===== config.mk =====
export PLATFORM = sky130hd
export DESIGN_NAME = rgb_to_hsv_pixel
export DESIGN_NICKNAME = d
export VERILOG_FILES = /design/src/hw/rtl/rthp_pkg.sv /design/src/hw/rtl/rgb_to_hsv_pixel.sv /design/src/hw/rtl/rthp_front.sv /design/src/hw/rtl/rthp_div.sv
export SDC_FILE = /design/constraint.sdc
export NUM_CORES = 1
export LEC_CHECK = 0
export ABC_AREA = 1
export BUFFER_PORTS_ARGS = -buffer_cell sky130_fd_sc_hd__buf_2
export CORE_AREA = 4 4 202 204
export CTS_CLUSTER_SIZE = 16
export DETAILED_ROUTE_END_ITERATION = 7
export DIE_AREA = 0 0 206 208
export HOLD_SLACK_MARGIN = 0.02
export PLACE_DENSITY = 0.62
export SYNTH_ARGS = -nofsm -noshare
export SYNTH_HDL_FRONTEND = slang
export SYNTH_SLANG_ARGS = --single-unit

===== constraint.sdc =====
create_clock -name clk -period 4.61 [get_ports clk]
set_input_delay 0.2305 -clock clk [delete_from_list [all_inputs] [get_ports clk]]
set_output_delay 0.2305 -clock clk [all_outputs]
set_load 0.02 [all_outputs]

===== src/hw/rtl/rthp_pkg.sv =====
package rthp_pkg;

    // hue field, hue quotient and hue offset widths
    localparam int HUE_BITS     = 9;
    localparam int HUE_QBITS    = 7;
    localparam int HUE_OFF_BITS = 10;

    // sector offsets: base + 300, since the divider returns
    // floor(60 * (plus - minus + d) / d), which is biased by 60
    localparam logic [HUE_OFF_BITS-1:0] HUE_OFF_RED   = 10'd300;
    localparam logic [HUE_OFF_BITS-1:0] HUE_OFF_GREEN = 10'd420;
    localparam logic [HUE_OFF_BITS-1:0] HUE_OFF_BLUE  = 10'd540;
    localparam logic [HUE_OFF_BITS-1:0] HUE_WRAP      = 10'd360;

    typedef enum logic [1:0] {
        SECTOR_RED,
        SECTOR_GREEN,
        SECTOR_BLUE
    } sector_t;

    typedef struct packed {
        sector_t sector;
        logic    grey;
    } hue_tag_t;

endpackage


===== src/hw/rtl/rgb_to_hsv_pixel.sv =====
// RGB to HSV pixel converter, fully pipelined.
// Pipeline: start is taken into the front end's capture, max/min/sector and numerator stages, then
//   passes through the divider stages and the output register, which drives done.
// Throughput: one item per clock; busy is tied low, the receiver cannot stall.
// Latency is set mostly by the two dividers, one quotient bit per stage up to the quotient width.
// Reset (rst_n low, async) clears all valid bits; payload registers are not reset.
module rgb_to_hsv_pixel
    import rthp_pkg::*;
#(
    parameter int CHANNEL_BITS = 8
) (
    input  logic                    clk,
    input  logic                    rst_n,
    input  logic                    start,
    output logic                    busy,
    input  logic [CHANNEL_BITS-1:0] red,
    input  logic [CHANNEL_BITS-1:0] green,
    input  logic [CHANNEL_BITS-1:0] blue,
    output logic                    done,
    output logic [HUE_BITS-1:0]     hue,
    output logic [CHANNEL_BITS-1:0] saturation,
    output logic [CHANNEL_BITS-1:0] brightness
);

    localparam int N = CHANNEL_BITS;
    // both dividers run the same depth so their items stay aligned
    localparam int DIV_STAGES = (N > HUE_QBITS) ? N : HUE_QBITS;
    localparam int TAG_W      = $bits(hue_tag_t);

    // front end: capture, max/min/sector, numerator build (3 stages)
    logic                   f_valid;
    logic [2*N-1:0]         f_sat_num;
    logic [N-1:0]           f_sat_den, f_hue_den;
    logic [N+HUE_QBITS-1:0] f_hue_num;
    hue_tag_t               f_tag;

    // divider outputs
    logic                 sd_valid, hd_valid;
    logic [N-1:0]         sd_quo, sd_hi;
    logic [HUE_QBITS-1:0] hd_quo;
    logic [TAG_W-1:0]     hd_tag_bits;
    hue_tag_t             hd_tag;

    // output stage
    logic                    done_reg;
    logic [HUE_BITS-1:0]     hue_reg, hue_next;
    logic [N-1:0]            sat_reg, sat_next;
    logic [N-1:0]            bright_reg;
    logic [HUE_OFF_BITS-1:0] hue_off, hue_sum, hue_wrapped;

    // never stalls
    assign busy = 1'b0;

    rthp_front #(
        .CHANNEL_BITS(N)
    ) u_front (
        .clk      (clk),
        .rst_n    (rst_n),
        .in_valid (start && !busy),
        .red      (red),
        .green    (green),
        .blue     (blue),
        .out_valid(f_valid),
        .sat_num  (f_sat_num),
        .sat_den  (f_sat_den),
        .hue_num  (f_hue_num),
        .hue_den  (f_hue_den),
        .hue_tag  (f_tag)
    );

    // saturation: floor(CMAX * d / max); max rides along as the tag
    rthp_div #(
        .DEN_W (N),
        .Q_W   (N),
        .STAGES(DIV_STAGES),
        .TAG_W (N)
    ) u_sat_div (
        .clk      (clk),
        .rst_n    (rst_n),
        .in_valid (f_valid),
        .num      (f_sat_num),
        .den      (f_sat_den),
        .tag      (f_sat_den),
        .out_valid(sd_valid),
        .quo      (sd_quo),
        .out_tag  (sd_hi)
    );

    // hue: floor(60 * (plus - minus + d) / d), in 0..120
    rthp_div #(
        .DEN_W (N),
        .Q_W   (HUE_QBITS),
        .STAGES(DIV_STAGES),
        .TAG_W (TAG_W)
    ) u_hue_div (
        .clk      (clk),
        .rst_n    (rst_n),
        .in_valid (f_valid),
        .num      (f_hue_num),
        .den      (f_hue_den),
        .tag      (f_tag),
        .out_valid(hd_valid),
        .quo      (hd_quo),
        .out_tag  (hd_tag_bits)
    );

    assign hd_tag = hue_tag_t'(hd_tag_bits);

    // sector offset plus quotient lands in 300..660: one wrap at most
    always_comb
    begin
        unique case (hd_tag.sector)
            SECTOR_RED:   hue_off = HUE_OFF_RED;
            SECTOR_GREEN: hue_off = HUE_OFF_GREEN;
            SECTOR_BLUE:  hue_off = HUE_OFF_BLUE;
            default:      hue_off = HUE_OFF_RED;
        endcase
        hue_sum     = hue_off + HUE_OFF_BITS'(hd_quo);
        hue_wrapped = (hue_sum >= HUE_WRAP) ? (hue_sum - HUE_WRAP) : hue_sum;
        // grey (and black) pixels: divisor was zero, force hue and saturation to 0
        if (hd_tag.grey)
        begin
            hue_next = '0;
            sat_next = '0;
        end
        else
        begin
            hue_next = hue_wrapped[HUE_BITS-1:0];
            sat_next = sd_quo;
        end
    end

    always_ff @(posedge clk or negedge rst_n)
    begin
        if (!rst_n)
            done_reg <= 1'b0;
        else
            done_reg <= sd_valid && hd_valid;
    end

    always_ff @(posedge clk)
    begin
        hue_reg    <= hue_next;
        sat_reg    <= sat_next;
        bright_reg <= sd_hi;
    end

    assign done       = done_reg;
    assign hue        = hue_reg;
    assign saturation = sat_reg;
    assign brightness = bright_reg;

endmodule


===== src/hw/rtl/rthp_front.sv =====
module rthp_front
    import rthp_pkg::*;
#(
    parameter int CHANNEL_BITS = 8
) (
    input  logic                           clk,
    input  logic                           rst_n,
    input  logic                           in_valid,
    input  logic [CHANNEL_BITS-1:0]        red,
    input  logic [CHANNEL_BITS-1:0]        green,
    input  logic [CHANNEL_BITS-1:0]        blue,
    output logic                           out_valid,
    output logic [2*CHANNEL_BITS-1:0]      sat_num,
    output logic [CHANNEL_BITS-1:0]        sat_den,
    output logic [CHANNEL_BITS+HUE_QBITS-1:0] hue_num,
    output logic [CHANNEL_BITS-1:0]        hue_den,
    output hue_tag_t                       hue_tag
);

    localparam int N = CHANNEL_BITS;

    // stage A: input capture
    logic         va_reg;
    logic [N-1:0] red_reg, green_reg, blue_reg;

    // stage B: max / min / sector
    logic         vb_reg;
    logic [N-1:0] hi_reg, d_reg, plus_reg, minus_reg;
    sector_t      sector_reg;
    logic [N-1:0] hi_next, lo_next, rg_hi, rg_lo, plus_next, minus_next;
    sector_t      sector_next;

    // stage C: numerators
    logic                   vc_reg;
    logic [2*N-1:0]         sat_num_reg;
    logic [N-1:0]           sat_den_reg, hue_den_reg;
    logic [N+HUE_QBITS-1:0] hue_num_reg;
    hue_tag_t               tag_reg;
    logic [N:0]             x_next;

    always_ff @(posedge clk or negedge rst_n)
    begin
        if (!rst_n)
        begin
            va_reg <= 1'b0;
            vb_reg <= 1'b0;
            vc_reg <= 1'b0;
        end
        else
        begin
            va_reg <= in_valid;
            vb_reg <= va_reg;
            vc_reg <= vb_reg;
        end
    end

    always_ff @(posedge clk)
    begin
        red_reg   <= red;
        green_reg <= green;
        blue_reg  <= blue;
    end

    always_comb
    begin
        rg_hi   = (green_reg > red_reg) ? green_reg : red_reg;
        rg_lo   = (green_reg < red_reg) ? green_reg : red_reg;
        hi_next = (blue_reg > rg_hi) ? blue_reg : rg_hi;
        lo_next = (blue_reg < rg_lo) ? blue_reg : rg_lo;
        // later channel wins ties
        priority if (hi_next == blue_reg)
        begin
            sector_next = SECTOR_BLUE;
            plus_next   = red_reg;
            minus_next  = green_reg;
        end
        else if (hi_next == green_reg)
        begin
            sector_next = SECTOR_GREEN;
            plus_next   = blue_reg;
            minus_next  = red_reg;
        end
        else
        begin
            sector_next = SECTOR_RED;
            plus_next   = green_reg;
            minus_next  = blue_reg;
        end
    end

    always_ff @(posedge clk)
    begin
        hi_reg     <= hi_next;
        d_reg      <= hi_next - lo_next;
        plus_reg   <= plus_next;
        minus_reg  <= minus_next;
        sector_reg <= sector_next;
    end

    // plus - minus lies in [-d, d], so x = plus - minus + d lies in [0, 2d]
    assign x_next = {1'b0, plus_reg} + {1'b0, d_reg} - {1'b0, minus_reg};

    always_ff @(posedge clk)
    begin
        sat_num_reg    <= {d_reg, {N{1'b0}}} - {{N{1'b0}}, d_reg};     // CMAX * d
        sat_den_reg    <= hi_reg;
        hue_num_reg    <= {x_next, 6'b0} - {4'b0, x_next, 2'b0};      // 60 * x
        hue_den_reg    <= d_reg;
        tag_reg.sector <= sector_reg;
        tag_reg.grey   <= (d_reg == '0);
    end

    assign out_valid = vc_reg;
    assign sat_num   = sat_num_reg;
    assign sat_den   = sat_den_reg;
    assign hue_num   = hue_num_reg;
    assign hue_den   = hue_den_reg;
    assign hue_tag   = tag_reg;

endmodule


===== src/hw/rtl/rthp_div.sv =====
module rthp_div #(
    parameter int DEN_W  = 8,
    parameter int Q_W    = 8,
    parameter int STAGES = 8,
    parameter int TAG_W  = 1
) (
    input  logic                   clk,
    input  logic                   rst_n,
    input  logic                   in_valid,
    input  logic [DEN_W+Q_W-1:0]   num,
    input  logic [DEN_W-1:0]       den,
    input  logic [TAG_W-1:0]       tag,
    output logic                   out_valid,
    output logic [Q_W-1:0]         quo,
    output logic [TAG_W-1:0]       out_tag
);

    // restoring divider, one quotient bit per stage; the quotient must
    // fit Q_W bits (upper DEN_W numerator bits below den). Stages past
    // Q_W only delay.
    logic             p_v [0:STAGES];
    logic [DEN_W-1:0] p_r [0:STAGES];
    logic [Q_W-1:0]   p_n [0:STAGES];
    logic [Q_W-1:0]   p_q [0:STAGES];
    logic [DEN_W-1:0] p_d [0:STAGES];
    logic [TAG_W-1:0] p_t [0:STAGES];

    assign p_v[0] = in_valid;
    assign p_r[0] = num[DEN_W+Q_W-1:Q_W];
    assign p_n[0] = num[Q_W-1:0];
    assign p_q[0] = '0;
    assign p_d[0] = den;
    assign p_t[0] = tag;

    for (genvar s = 0; s < STAGES; s++)
    begin : g_stage
        logic             v_reg;
        logic [DEN_W-1:0] r_reg, r_next, d_reg;
        logic [Q_W-1:0]   n_reg, n_next, q_reg, q_next;
        logic [TAG_W-1:0] t_reg;

        if (s < Q_W)
        begin : g_step
            logic [DEN_W:0] trial;
            always_comb
            begin
                trial  = {p_r[s], p_n[s][Q_W-1]};
                n_next = {p_n[s][Q_W-2:0], 1'b0};
                if (trial >= {1'b0, p_d[s]})
                begin
                    r_next = DEN_W'(trial - {1'b0, p_d[s]});
                    q_next = {p_q[s][Q_W-2:0], 1'b1};
                end
                else
                begin
                    r_next = trial[DEN_W-1:0];
                    q_next = {p_q[s][Q_W-2:0], 1'b0};
                end
            end
        end
        else
        begin : g_hold
            always_comb
            begin
                r_next = p_r[s];
                n_next = p_n[s];
                q_next = p_q[s];
            end
        end

        always_ff @(posedge clk or negedge rst_n)
        begin
            if (!rst_n)
                v_reg <= 1'b0;
            else
                v_reg <= p_v[s];
        end

        always_ff @(posedge clk)
        begin
            r_reg <= r_next;
            n_reg <= n_next;
            q_reg <= q_next;
            d_reg <= p_d[s];
            t_reg <= p_t[s];
        end

        assign p_v[s+1] = v_reg;
        assign p_r[s+1] = r_reg;
        assign p_n[s+1] = n_reg;
        assign p_q[s+1] = q_reg;
        assign p_d[s+1] = d_reg;
        assign p_t[s+1] = t_reg;
    end

    assign out_valid = p_v[STAGES];
    assign quo       = p_q[STAGES];
    assign out_tag   = p_t[STAGES];

endmodule


# Yosys cells after proc, flatten, opt, wreduce, memory -nomap -nowiden
# Cells that the tools add are included.
# classes
n_addsub	20
order_cmp	20
eq_ne	4
muxes	39
reduce_logical	1
# ops
cell	n
$mux 8	21
$ge 9x8->1	15
$sub 8x8->8	14
$pmux 10 s2	1
$eq 8x8->1	2
$gt 8x8->1	2
$lt 8x8->1	2
$mux 1	16
$sub 16x8->16	1
$sub 15x11->15	1
$add 10x7->10	1
$ge 10x9->1 const B	1
$add 8x8->9	1
$mux 9	1
$sub 9x8->9	1
$sub 9x9->9 const B	1
$logic_not 8->1	1
$eq 2x1->1 const B	1
$eq 2x2->1 const B	1
# word_totals
register_bits	505
wordCells	177

# Logic depth before layout (Yosys ltp)
# depth
ltp_word	7
mapped_depth	36

# Cells and area by module
# Synthesis repeated with hierarchy kept, for this count alone.
# hier_totals
hier_cells	2793
hier_area_um2	23286.1
# by_module_without_submodules
module	n_inst	cells_each	area_each_um2	seq_area_each_um2
rthp_div at u_sat_div	1	1057	9267.6	5004.8
rthp_div at u_hue_div	1	875	7384.6	3723.6
rthp_front	1	712	5515.3	2177.1
rgb_to_hsv_pixel	1	149	1118.6	525.5

# Worst setup path before layout
# Ideal clock, no wire load.
# synth_path
path_kind	register -> register
startpoint	register u_front.red_reg[7]
endpoint	register u_front.d_reg[6]
setup_time_ns	0.112
t_arrival_ns	3.617
required_ns	4.498
setup_slack_ns	0.881
stages_incl_launch_ff	24
n_path_buf	3
cell_sequence	dfxtp_1 > inv_1 > ha_1 > a21o_1 > nor2_1 > nand2_2 > buf_6 > clkbuf_1 > o21ai_0 > ha_1 > nand2_1 > nor2_1 > a211oi_1 > nand2_2 > buf_2 > o21ai_1 > inv_1 > ha_1 > inv_1 > o21bai_1 > a21oi_1 > nand2_1 > nand2_1 > nand2_1
# synth_between
elab_chain_len	5
elab_cells_between_ends	9
cone_classes	1 x add/sub; 4 x order compare; 4 x mux
# synth_rtl
element	line_no	rtl
from (decl)	rthp_front.sv:24	logic [N-1:0] red_reg, green_reg, blue_reg;
from (signal assigned)	rthp_front.sv:59	red_reg <= red;
$gt 8x8->1 or $lt 8x8->1 (tied branches)	rthp_front.sv:66, rthp_front.sv:67	
$mux 8 (on tied branches)	rthp_front.sv:66, rthp_front.sv:67	
$gt 8x8->1 or $lt 8x8->1 (tied branches)	rthp_front.sv:68, rthp_front.sv:69	
$mux 8 (on tied branches)	rthp_front.sv:68, rthp_front.sv:69	
$sub 8x8->8 *	rthp_front.sv:94	d_reg <= hi_next - lo_next;
to (signal assigned)	rthp_front.sv:94	
to (decl)	rthp_front.sv:28	logic [N-1:0] hi_reg, d_reg, plus_reg, minus_reg;
# Every way passes the cells marked *; elsewhere a longest branch is shown, timed or not.
# A chain may end at the register's enable or synchronous reset.

# Worst setup path after layout
# layout_path
startpoint	register u_front.red_reg[6]
endpoint	register u_front.d_reg[4]
# layout_between
elab_chain_len	5
elab_cells_between_ends	9
cone_classes	1 x add/sub; 4 x order compare; 4 x mux
# layout_rtl
element	line_no	rtl
$gt 8x8->1	rthp_front.sv:66	rg_hi = (green_reg > red_reg) ? green_reg : red_reg;
$mux 8 *	rthp_front.sv:66	
$gt 8x8->1	rthp_front.sv:68	hi_next = (blue_reg > rg_hi) ? blue_reg : rg_hi;
$mux 8 *	rthp_front.sv:68	
via u_front.hi_next[1]	rthp_front.sv:30	logic [N-1:0] hi_next, lo_next, rg_hi, rg_lo, plus_next, minus_next;
$sub 8x8->8 *	rthp_front.sv:94	
# The timed path passes the listed nets; every way through them passes the cells marked *.

==> flow_summary.toml <==
[outcome]
status = "finished, final reports clean"

[synthesis]
ys_ff_latch = 485
synth_top_area_share_pct = 50.1
yosys-top-cells-count = "dfxtp_1, inv_1, nand2_1, nor2_1, a21oi_1"
synth.area.top_cells = "dfxtp_1, ha_1, inv_1, nand2_1, a21oi_1"
syn_inst = 2063
seq_area_frac_synth_pct = 51.7
yosys_warnings = 0
synthArstFlopShare_pct = 2.47
netlist-cell-type-count = 46
synth.most_common_cell = "dfxtp_1"
syn_area_um2 = 18900
synth_nets = 2277
synth.largest_area_cell = "dfxtp_1"
synthFlopType = "dfxtp_1"
syn_avg_cell_area_um2 = 9.17
synth_edf_count = 0

[placed_design]
dp_hpwl_um = 29500
post-place-ws_ps = 392
dp_cells = 2637
portBuffers = 52
gp_congestion = 0.895

[hold_path]
hold_class = "in2reg"

[drt]
wl_per_cell_um = 13.8
wirelength_um = 38100
drc_errors = 0
ant_nets = 0
vias = 13015
drtIter0Drc = 636
via_per_inst = 4.72
first_pass_iters = 5

[sta]
rsz0062_at_grt = "false"
fin_setup_tns_ps = 0
layout_min_cycle_time_ps = 4090
tightest_slew_ps = 1170
drv_slew = 0
fmax_mhz = 244
hold_viol = 0
worst_slack_ps = 515
setup_viol = 0
relSlewSlack_pct = 21.6
period_share_pct = 88.8
fin_skew_ps = 22.4

[setup_path]
cpMostUsedCell = "nand2_1"
critPathBufInv = 6
worstPathArrival_ps = 4600
cpLargestDelayFamily = "simple AND/OR/NAND/NOR gates"
required_ps = 5120
end_kind = "flop"
crit_type = "reg2reg"
cp_slowest_cell = "dfxtp_1"
rrSetupSlack_ps = 520
startpoint_type = "flop"
slowest_delay_ps = 400
crit_fanout = 12

[floorplan]
initial_utilization_pct = 48.2
rows = 73
die_x_um = 206
dieArea_um2 = 42800
fp.dieH_um = 208
ios = 54
core_um2 = 39300

[clock_tree]
clock_latency_ps = 590
cts_tree = "done"
h-tree-depth = 2
cts_made_buffers = 49
cts_root_buffer = "clkbuf_16"
cts_sinks = 485
clkTransAtPathRegs_ps = 60
cts_setup_buffers = 0
ctsLongestPathBuffers = 3

[grt]
first_global_vias = 13261
grt_pass1_wl_um = 62400
grt_overflow = 0
antenna_found_initial = 0
grt_max_degree = 19
grt_usage_pct = 17.9

[cells_and_area]
multi_input_area_um2 = 7740
nets = 2405
drive_gt1_share_pct = 9.06
finalNonFillerCells = 2755
synthToLayoutAreaGrowth_pct = 15.8
regArea_um2 = 9770
diodes = 0
num-fill-cells = 3516

[run]
max_cap_violations = 0
==> final timing paths <==
kind | startpoint | end | cells past startpoint
max | u_front.red_reg[6] | u_front.d_reg[4] | 27
min | green[0] | u_front.green_reg[0] | 2
max reg2reg | u_front.red_reg[6] | u_front.d_reg[4] | 27
min reg2reg | u_sat_div.g_stage[2].n_reg[6] | u_sat_div.g_stage[3].n_reg[7] | 0
max in group asynchronous | rst_n | u_front.va_reg | 4
min in group asynchronous | rst_n | u_front.out_valid | 3
==> worst register-to-register path, cell delays in order, from the launching register on <==
cell and delay, ps:
dfxtp_1 400, inv_1 100, ha_1 300, nand2_2 70, nor2_4 120, nand2_1 80
nand2_2 190, nand2_2 130, buf_4 170, nand2_1 50, o21a_1 220, ha_1 260
nand2_1 70, nor2_1 50, a211oi_1 320, nand2_4 120, buf_12 160, nand3_1 90
nand2_1 120, inv_1 100, nand2_1 80, nand2_1 110, inv_1 50, ha_1 180
inv_1 50, nand2_1 90, a21oi_1 190, xor2_1 140
==> stage by stage <==
stage,instance area (um2),utilization [%],hold slack [ps]
CTS,21900,55.8,249
floorplan,18900,-,-65.1
finish,21900,55.8,283
detailed placement,19900,50.7,114
global placement,19900,50.7,103
global route,21900,55.8,245
==> kinds of logic (layout without fill, tap and decap cells) <==
| kind of cell | count (synthesis) | count (layout) | share of synthesized area, % |
|---|---|---|---|
| AND/OR/NAND/NOR | 640 | 640 | 14.7 |
| XOR/XNOR | 98 | 98 | 4.54 |
| buffers and inverters | 356 | 523 | 7.40 |
| flip-flops | 485 | 485 | 51.7 |
| AO/OA/AOI/OAI | 296 | 296 | 8.49 |
| adder cells (fa/ha/maj) | 187 | 187 | 13.2 |
| other | 1 | 1 | 0.0198 |
==> layout make-up <==
cell class | count | area share [%]
flip-flops and latches | 485 | 44.6
multi-input cells | 1222 | 35.4
clock buffers | 65 | 6.28
inverters | 329 | 5.64
repair buffers | 104 | 3.58
well taps | 525 | 3.00
clock inverters | 25 | 1.56
==> what timing repair did <==
| item | CTS | global route |
|---|---|---|
| resized for setup | 0 | 1 |
| endpoints found under the hold margin | 37 | 0 |
| endpoints found under the setup margin | 0 | 2 |
| hold buffers | 28 | 0 |
==> cells in the final DEF (no fill, tap or decap), types with 3 or more instances in the layout <==
master	instances
clkbuf_1	7
clkbuf_8	9
nand3_1	96
clkinv_2	9
or2_2	6
bufinv_16	6
dfxtp_1	473
a211oi_1	12
buf_4	19
nand3_2	4
nand4_1	13
a31oi_1	5
clkbuf_16	49
nor2_1	206
a21oi_1	167
buf_2	52
nand2_4	5
o21bai_1	5
nor3_1	16
xnor2_1	26
fa_1	22
ha_1	165
o21a_1	3
nand2_1	264
xor2_1	72
inv_1	323
nor2_4	6
inv_2	6
dlygate4sd3_1	28
dfrtp_1	12
o21ai_0	77
o211ai_1	3
or3_1	5
buf_12	5
nand2_2	12
clkinvlp_4	5
a21o_1	4
o21ai_1	8
==> layer usage <==
metal	track usage [%]	up-vias	wire [um]
met5	0	-	0
met4	8.24	0	1760
met3	3.46	108	1300
met2	34.0	203	20000
met1	18.8	5863	15100
li1	-	6841	-
Power is not shown: default switching activity piles up to over one toggle a cycle in this logic, so the estimate is an artifact.
